===== config.mk =====
export PLATFORM = sky130hd
export DESIGN_NAME = tlv_tag_extractor_core
export DESIGN_NICKNAME = d
export VERILOG_FILES = /design/src/sv/tte_pkg.sv /design/src/sv/tte_parser.sv /design/src/sv/tte_result_fifo.sv /design/src/sv/tlv_tag_extractor_core.sv
export SDC_FILE = /design/constraint.sdc
export NUM_CORES = 1
export LEC_CHECK = 0
export BUFFER_PORTS_ARGS = -buffer_cell sky130_fd_sc_hd__buf_2
export CORE_ASPECT_RATIO = 0.6
export CORE_MARGIN = 1.5
export CORE_UTILIZATION = 35
export DETAILED_ROUTE_END_ITERATION = 6
export GPL_TIMING_DRIVEN = 0
export PLACE_DENSITY = 0.51
export SYNTH_ARGS = -nofsm -noshare
export SYNTH_HDL_FRONTEND = slang
export SYNTH_SLANG_ARGS = --single-unit

===== constraint.sdc =====
create_clock -name clk -period 5.99 [get_ports clk]
set_input_delay 0.8985 -clock clk [delete_from_list [all_inputs] [get_ports clk]]
set_output_delay 0.8985 -clock clk [all_outputs]
set_load 0.05 [all_outputs]

===== src/sv/tte_pkg.sv =====
package tte_pkg;

	typedef enum logic [2:0] {
		PH_START  = 3'd0,
		PH_HEADER = 3'd1,
		PH_TAG    = 3'd2,
		PH_LEN    = 3'd3,
		PH_SKIP   = 3'd4,
		PH_LENM   = 3'd5,
		PH_COPY   = 3'd6,
		PH_DRAIN  = 3'd7
	} phase_t;

	typedef enum logic [1:0] {
		REG_WANTED_TAG     = 2'd0,
		REG_EXTENSION_CODE = 2'd1,
		REG_HEADER_LENGTH  = 2'd2,
		REG_OUTPUT_LIMIT   = 2'd3
	} reg_index_t;

	typedef enum logic {
		KIND_DATA = 1'b0,
		KIND_DONE = 1'b1
	} kind_t;

	localparam logic [7:0] WantedTagReset     = 8'd0;
	localparam logic [7:0] ExtensionCodeReset = 8'd0;
	localparam logic [7:0] HeaderLengthReset  = 8'd16;
	localparam logic [7:0] OutputLimitReset   = 8'd255;

	localparam int unsigned ResDepth = 4;
	localparam int unsigned ResPtrW  = 2;
	localparam int unsigned ResCntW  = 3;

	localparam logic [7:0] MinExtLength = 8'd2;

	typedef struct packed {
		logic [7:0] wanted_tag;
		logic [7:0] extension_code;
		logic [7:0] header_length;
		logic [7:0] output_limit;
	} cfg_t;

	typedef struct packed {
		kind_t      kind;
		logic [7:0] data_value;
		logic [7:0] delivered_count;
		logic       found;
		logic       cut_short;
	} res_t;

	typedef struct packed {
		logic v0;
		logic v1;
		res_t r0;
		res_t r1;
	} res_pair_t;

endpackage


===== src/sv/tte_parser.sv =====
module tte_parser
	import tte_pkg::*;
(
	input  logic       clk,
	input  logic       arst_n,
	input  logic       step,
	input  logic [7:0] packet_byte,
	input  logic       packet_end,
	input  cfg_t       cfg,
	output res_pair_t  res
);

	phase_t     phase_q;
	logic [7:0] header_left_q;
	logic [7:0] bytes_left_q;
	logic       ext_q;
	logic [7:0] copy_left_q;
	logic [7:0] copied_q;

	phase_t     phase_d;
	logic [7:0] header_left_d;
	logic [7:0] bytes_left_d;
	logic       ext_d;
	logic [7:0] copy_left_d;
	logic [7:0] copied_d;

	logic       ext_in;
	logic [7:0] bl_in;
	phase_t     tag_phase;
	logic [7:0] tag_bl;
	logic       tag_ext;
	logic       done;
	logic       matching;
	logic [7:0] capped;

	assign ext_in = (phase_q == PH_START) ? 1'b0 : ext_q;
	assign bl_in  = (phase_q == PH_START) ? 8'd0 : bytes_left_q;
	assign capped = (packet_byte < cfg.output_limit) ? packet_byte : cfg.output_limit;

	always_comb begin
		tag_phase = PH_LEN;
		tag_bl    = bl_in;
		tag_ext   = ext_in;
		if (ext_in) begin
			tag_bl = bl_in - 8'd1;
			if (packet_byte == cfg.wanted_tag) begin
				tag_phase = PH_LENM;
			end else begin
				tag_ext   = 1'b0;
				tag_phase = PH_SKIP;
			end
		end else if (packet_byte == cfg.wanted_tag) begin
			tag_phase = PH_LENM;
		end else begin
			if (packet_byte == cfg.extension_code) begin
				tag_ext = 1'b1;
			end
			tag_phase = PH_LEN;
		end
	end

	always_comb begin
		phase_d       = phase_q;
		header_left_d = header_left_q;
		bytes_left_d  = bytes_left_q;
		ext_d         = ext_q;
		copy_left_d   = copy_left_q;
		copied_d      = copied_q;
		done          = 1'b0;
		matching      = 1'b0;
		res           = '0;
		unique case (phase_q)
			PH_START: begin
				ext_d        = 1'b0;
				bytes_left_d = 8'd0;
				copy_left_d  = 8'd0;
				copied_d     = 8'd0;
				if (cfg.header_length == 8'd0) begin
					phase_d      = tag_phase;
					bytes_left_d = tag_bl;
					ext_d        = tag_ext;
				end else begin
					header_left_d = cfg.header_length - 8'd1;
					phase_d       = (header_left_d != 8'd0) ? PH_HEADER : PH_TAG;
				end
			end
			PH_HEADER: begin
				header_left_d = header_left_q - 8'd1;
				if (header_left_d == 8'd0) begin
					phase_d = PH_TAG;
				end
			end
			PH_TAG: begin
				phase_d      = tag_phase;
				bytes_left_d = tag_bl;
				ext_d        = tag_ext;
			end
			PH_LEN: begin
				bytes_left_d = packet_byte;
				if (ext_q && packet_byte >= MinExtLength) begin
					phase_d = PH_TAG;
				end else begin
					ext_d   = 1'b0;
					phase_d = (packet_byte != 8'd0) ? PH_SKIP : PH_TAG;
				end
			end
			PH_SKIP: begin
				bytes_left_d = bytes_left_q - 8'd1;
				if (bytes_left_d == 8'd0) begin
					phase_d = PH_TAG;
				end
			end
			PH_LENM: begin
				copy_left_d = capped;
				copied_d    = 8'd0;
				if (capped == 8'd0) begin
					res.v0              = 1'b1;
					res.r0.kind         = KIND_DONE;
					res.r0.found        = 1'b1;
					done                = 1'b1;
					phase_d             = PH_DRAIN;
				end else begin
					phase_d = PH_COPY;
				end
			end
			PH_COPY: begin
				res.v0            = 1'b1;
				res.r0.kind       = KIND_DATA;
				res.r0.data_value = packet_byte;
				copied_d          = copied_q + 8'd1;
				copy_left_d       = copy_left_q - 8'd1;
				if (copy_left_d == 8'd0) begin
					res.v1                 = 1'b1;
					res.r1.kind            = KIND_DONE;
					res.r1.delivered_count = copied_d;
					res.r1.found           = 1'b1;
					done                   = 1'b1;
					phase_d                = PH_DRAIN;
				end
			end
			PH_DRAIN: begin
			end
		endcase

		if (packet_end) begin
			if (!done && phase_q != PH_DRAIN) begin
				matching = (phase_d == PH_LENM) || (phase_d == PH_COPY);
				if (res.v0) begin
					res.v1                 = 1'b1;
					res.r1.kind            = KIND_DONE;
					res.r1.delivered_count = matching ? copied_d : 8'd0;
					res.r1.found           = matching;
					res.r1.cut_short       = matching;
				end else begin
					res.v0                 = 1'b1;
					res.r0.kind            = KIND_DONE;
					res.r0.delivered_count = matching ? copied_d : 8'd0;
					res.r0.found           = matching;
					res.r0.cut_short       = matching;
				end
			end
			phase_d = PH_START;
			ext_d   = 1'b0;
		end

		if (!step) begin
			res.v0 = 1'b0;
			res.v1 = 1'b0;
		end
	end

	always_ff @(posedge clk or negedge arst_n) begin
		if (!arst_n) begin
			phase_q       <= PH_START;
			header_left_q <= 8'd0;
			bytes_left_q  <= 8'd0;
			ext_q         <= 1'b0;
			copy_left_q   <= 8'd0;
			copied_q      <= 8'd0;
		end else if (step) begin
			phase_q       <= phase_d;
			header_left_q <= header_left_d;
			bytes_left_q  <= bytes_left_d;
			ext_q         <= ext_d;
			copy_left_q   <= copy_left_d;
			copied_q      <= copied_d;
		end
	end

	a_pair_order: assert property (@(posedge clk) disable iff (!arst_n)
		res.v1 |-> res.v0)
		else $error("second result without first");

	a_done_drains: assert property (@(posedge clk) disable iff (!arst_n)
		(step && done && !packet_end) |=> phase_q == PH_DRAIN)
		else $error("match done without drain");

	a_drain_quiet: assert property (@(posedge clk) disable iff (!arst_n)
		(phase_q == PH_DRAIN) |-> !res.v0)
		else $error("result while draining");

	a_end_restarts: assert property (@(posedge clk) disable iff (!arst_n)
		(step && packet_end) |=> phase_q == PH_START)
		else $error("packet end without restart");

endmodule


===== src/sv/tte_result_fifo.sv =====
module tte_result_fifo
	import tte_pkg::*;
(
	input  logic      clk,
	input  logic      arst_n,
	input  res_pair_t push,
	output logic      room2,
	output logic      out_valid,
	input  logic      out_ready,
	output res_t      out_res
);

	res_t               mem_q [ResDepth];
	logic [ResPtrW-1:0] wr_ptr_q;
	logic [ResPtrW-1:0] rd_ptr_q;
	logic [ResCntW-1:0] count_q;
	logic               pop;
	logic [ResPtrW-1:0] wr_next;

	assign out_valid = (count_q != '0);
	assign out_res   = mem_q[rd_ptr_q];
	assign pop       = out_valid && out_ready;
	assign room2     = (count_q <= ResCntW'(ResDepth - 2));
	assign wr_next   = wr_ptr_q + ResPtrW'(1);

	always_ff @(posedge clk) begin
		if (push.v0) begin
			mem_q[wr_ptr_q] <= push.r0;
		end
		if (push.v1) begin
			mem_q[wr_next] <= push.r1;
		end
	end

	always_ff @(posedge clk or negedge arst_n) begin
		if (!arst_n) begin
			wr_ptr_q <= '0;
			rd_ptr_q <= '0;
			count_q  <= '0;
		end else begin
			wr_ptr_q <= wr_ptr_q + ResPtrW'(push.v0) + ResPtrW'(push.v1);
			rd_ptr_q <= rd_ptr_q + ResPtrW'(pop);
			count_q  <= count_q + ResCntW'(push.v0) + ResCntW'(push.v1) - ResCntW'(pop);
		end
	end

	a_no_overflow: assert property (@(posedge clk) disable iff (!arst_n)
		push.v0 |-> room2)
		else $error("result queue overflow");

	a_count_bound: assert property (@(posedge clk) disable iff (!arst_n)
		count_q <= ResCntW'(ResDepth))
		else $error("result queue count out of range");

	a_ptr_track: assert property (@(posedge clk) disable iff (!arst_n)
		(wr_ptr_q - rd_ptr_q) == count_q[ResPtrW-1:0])
		else $error("result queue pointers disagree with count");

endmodule


===== src/sv/tlv_tag_extractor_core.sv =====
// channel  | dir | handshake          | payload
// s_*      | in  | s_tvalid/s_tready  | s_tdata[7:0] packet_byte, s_tlast packet_end
// m_*      | out | m_tvalid/m_tready  | m_tuser kind, m_tdata data/count/found/cut_short
// cfg_*    | in  | cfg_we             | cfg_addr register index, cfg_data value
//
// One word is accepted per cycle while the result queue has room; a word is
// registered ahead of the parser, and its results enter the queue feeding m_*.
// A word can yield two results (the last copied byte and its done result);
// the four-entry queue absorbs that: input stalls only while it holds three or more.
// Reset restarts the packet parse and loads the register defaults.
module tlv_tag_extractor_core
	import tte_pkg::*;
(
	input  logic        clk,
	input  logic        arst_n,
	input  logic        s_tvalid,
	output logic        s_tready,
	input  logic [7:0]  s_tdata,   // [7:0] packet_byte
	input  logic        s_tlast,
	output logic        m_tvalid,
	input  logic        m_tready,
	output logic [23:0] m_tdata,   // [7:0] data_value, [15:8] delivered_count,
	                               // [16] found, [17] cut_short, [23:18] zero
	output logic        m_tuser,   // [0] kind
	input  logic        cfg_we,
	input  logic [1:0]  cfg_addr,
	input  logic [7:0]  cfg_data
);

	cfg_t       cfg_q;
	logic       valid_s1;
	logic [7:0] byte_s1;
	logic       end_s1;
	logic       room2;
	logic       step;
	res_pair_t  pair;
	res_t       head;

	assign step     = valid_s1 && room2;
	assign s_tready = !valid_s1 || step;

	always_ff @(posedge clk or negedge arst_n) begin
		if (!arst_n) begin
			cfg_q.wanted_tag     <= WantedTagReset;
			cfg_q.extension_code <= ExtensionCodeReset;
			cfg_q.header_length  <= HeaderLengthReset;
			cfg_q.output_limit   <= OutputLimitReset;
		end else if (cfg_we) begin
			unique case (reg_index_t'(cfg_addr))
				REG_WANTED_TAG:     cfg_q.wanted_tag     <= cfg_data;
				REG_EXTENSION_CODE: cfg_q.extension_code <= cfg_data;
				REG_HEADER_LENGTH:  cfg_q.header_length  <= cfg_data;
				REG_OUTPUT_LIMIT:   cfg_q.output_limit   <= cfg_data;
			endcase
		end
	end

	always_ff @(posedge clk or negedge arst_n) begin
		if (!arst_n) begin
			valid_s1 <= 1'b0;
		end else if (s_tready) begin
			valid_s1 <= s_tvalid;
		end
	end

	always_ff @(posedge clk) begin
		if (s_tready && s_tvalid) begin
			byte_s1 <= s_tdata;
			end_s1  <= s_tlast;
		end
	end

	tte_parser u_parser (
		.clk         (clk),
		.arst_n      (arst_n),
		.step        (step),
		.packet_byte (byte_s1),
		.packet_end  (end_s1),
		.cfg         (cfg_q),
		.res         (pair)
	);

	tte_result_fifo u_fifo (
		.clk       (clk),
		.arst_n    (arst_n),
		.push      (pair),
		.room2     (room2),
		.out_valid (m_tvalid),
		.out_ready (m_tready),
		.out_res   (head)
	);

	assign m_tuser = head.kind;
	assign m_tdata = {6'd0, head.cut_short, head.found, head.delivered_count, head.data_value};

endmodule

==> impl_metrics.yaml <==
worst_setup_path:
  worstSetupStartpointType: "flop"
  r2r_start: "cfg_q[5]"
  path_max_fanout: 10
  crit_path_end_kind: "output port"
  startpoint: "u_fifo.rd_ptr_q[0]"
  criticalPathCategory: "flop to output port"
  arrival_ps: 3260
  r2r_slack_ps: 1920
  worst-r2r-cell-count: 11
  critPathRequiredTime_ps: 5090
  r2r-end: "u_fifo.mem_q[2][4]"
final_layout:
  nets: 935
  mostFrequentLayoutCells: "nand2_1 (67), dfrtp_1 (67), nor2_1 (60)"
  drive_above_1_share_pct: 19.5
  n_antenna_cell: 0
  instances_no_fill: 1223
  areaGrowthSynthToFinish_pct: 13.6
routing:
  firstDrtPassIters: 5
  wirelength_mm: 24.6
  drt_iter0_drc: 647
  wl_per_cell_um: 20.1
  avgViaCountPerCell: 5.59
  ant_nets: 0
  via_count: 6831
  drc: 0
sta:
  worst_pin_slew_ps: 1290
  relSlewSlack_pct: 13.9
  finalCriticalPeriod_ps: 4160
  setup_viol: 0
  drv_slew: 0
  worst_clock_skew_ps: 8.02
  hold-worst-slack_ps: 387
  hold_viol_final: 0
  setup-tns-final_ps: 0
  fmax_ghz: 0.240
  fin_crit_sh_pct: 69.4
  grt_setup_unrepaired: "no"
synthesis:
  yosys_warnings: 0
  synth_area_leaders: "dfrtp_1 (19%), edfxtp_1 (18%), dfxtp_1 (7.3%), mux4_2 (4.9%), mux2_2 (4.1%)"
  synthFlopType: "dfrtp_1"
  synth_cell_types: 81
  ys_ff_latch: 161
  synth_enable_flop_cells: 53
  synth.top_cell.area_share_pct: 19.0
  synth.avg_cell_area_um2: 10.8
  netlist.top_cell.by_area: "dfrtp_1"
  netlist_area_um2: 8810
  async_flop_share_pct: 47.2
  yosysSeqAreaShare_pct: 47.1
  synth_cells: 818
place:
  io_buffers: 44
  gp_congestion: 0.872
  dp_hpwl_mm: 18.2
  placed_cells: 1191
clock_network:
  cts.sinks: 161
  cts_tree: "yes"
  numCtsBuffers: 17
  root_buffer: "clkbuf_16"
  clk_latency_ps: 440
  clkTransAtPathRegs_ps: 60
  cts_buffer_depth: 2
  cts_setup_buffers: 0
  hold_buffers: 0
  htreeDepth: 4
  ctsResizeCount: 0
power_and_ir_drop:
  netSwitchingFraction_pct: 42.8
  power_density_nw_per_um2: 442
  power_mw: 4.43
  switchingPower_mw: 1.89
  p_int_mw: 2.53
  p_leak_nw: 3.71
  clkPwrFrac_pct: 22.6
  power_frac_seq_pct: 33.8
  vdd_drop_max_mv: 0.204
  p_comb_share_pct: 43.6
die:
  start_util_pct: 36.0
  core_area_um2: 24400
  rows: 44
  die_area_um2: 26200
  io_pins: 51
  die_w_um: 208
  die_y_um: 126
grt:
  grt.total_usage_pct: 19.3
  busiest_layer: "met1"
  antenna_found_initial: 0
  grt_max_degree: 51
  globalRouteMet2Util_pct: 22.8
  grt_overflow: 0
  grt_pass1_vias: 6377
  grt_use_met3_pct: 3.97
  met1_usage_pct: 32.8
  grt_pass1_wl_mm: 38.3
min_path:
  hp-class: "input pin to asynchronous set/reset pin"
status:
  outcome: "complete, no violations"
job:
  drv_cap: 0
-- flip-flops by register name (all words and copies together) (netlist names) --
name	cells
u_parser.phase_q	3
u_parser.copy_left_q	8
u_fifo.rd_ptr_q	2
end_s1	1
valid_s1	1
u_fifo.count_q	3
u_parser.header_left_q	8
byte_s1	8
u_fifo.mem_q	76
u_parser.ext_q	1
u_parser.copied_q	8
u_fifo.wr_ptr_q	2
u_parser.bytes_left_q	8
cfg_q	32
-- layout make-up --
class / instances / area (µm²)
well taps: 322 / 403
fillers: 2398 / 14400
clock buffers: 21 / 462
clock inverters: 11 / 63.8
multi-input cells: 583 / 4340
repair buffers: 46 / 254
flip-flops and latches: 161 / 4150
inverters: 28 / 105
plain buffers: 51 / 236
-- kinds of logic (layout without fill, tap and decap cells) --
group	after synthesis	count (layout)	synth area share, %
buffers and inverters	79	157	3.88
flip-flops	161	161	47.1
AND/OR/NAND/NOR	234	234	13.3
multiplexers	63	63	10.4
AO/OA/AOI/OAI	221	221	18.3
other	1	6	0.0426
adder cells (fa/ha/maj)	23	23	3.52
XOR/XNOR	36	36	3.58
-- worst max-delay path by stage --
stage / to
6_report: m_tdata[4]
5_1_grt: m_tdata[4]
4_1_cts: m_tdata[4]
3_5_place_dp: u_fifo.mem_q[2][4]
3_3_place_gp: u_fifo.mem_q[2][4]
2_1_floorplan: u_fifo.count_q[2]
-- cell usage after synthesis (all sizes together), types with 4 or more instances --
cell type and number:
a32oi 6, clkbuf 29, nor2b 4, nand4 5, a21o 5, dfrtp 67
a211oi 9, a31oi 5, dfstp 9, inv 28, nor3 21, xnor2 21
o211ai 6, nor2 62, o21a 5, nor3b 7, dfxtp 32, nand3 17
mux2i 11, nand2b 9, o22ai 7, o22a 5, nor4 9, mux2 33
nand2 68, o21ai 53, edfxtp 53, a22o 7, o31ai 7, buf 22
a32o 32, ha 20, a21oi 51, or3 9, mux4 19, nand3b 4
xor2 15
-- critical path, stage by stage, from the launching register on --
cell      delay [ps]
dfrtp_1          350
clkbuf_1         660
buf_1            880
mux4_2           660
buf_2            240
-- power groups by stage --
stage,clock [mW],combinational (mW),sequential [mW]
after global routing,1.06,2.10,1.52
after detailed placement,0,1.91,1.51
after floorplan,0,1.42,1.47
after CTS,1.02,1.91,1.49
final,1.00,1.93,1.50
after global placement,0,1.90,1.51
-- layer usage --
metal | wire, µm | up-vias | share of wire [%]
met5 | 0 | - | 0
met2 | 8740 | 220 | 36
met1 | 13900 | 3390 | 57
met4 | 287 | 0 | 1.2
met3 | 1640 | 21 | 6.7
li1 | - | 3200 | -
-- per-stage QoR --
| stage | setup slack (ps) | area (µm²) | utilization (%) |
|---|---|---|---|
| after global routing | 1590 | 10000 | 41.0 |
| after detailed placement | 1990 | 9490 | 38.8 |
| final | 1830 | 10000 | 41.0 |
| after CTS | 1750 | 10000 | 41.0 |
| after global placement | 1940 | 9450 | 38.7 |
| after floorplan | 2840 | 8830 | - |
Note: power is estimated with default switching activity, not from simulation.
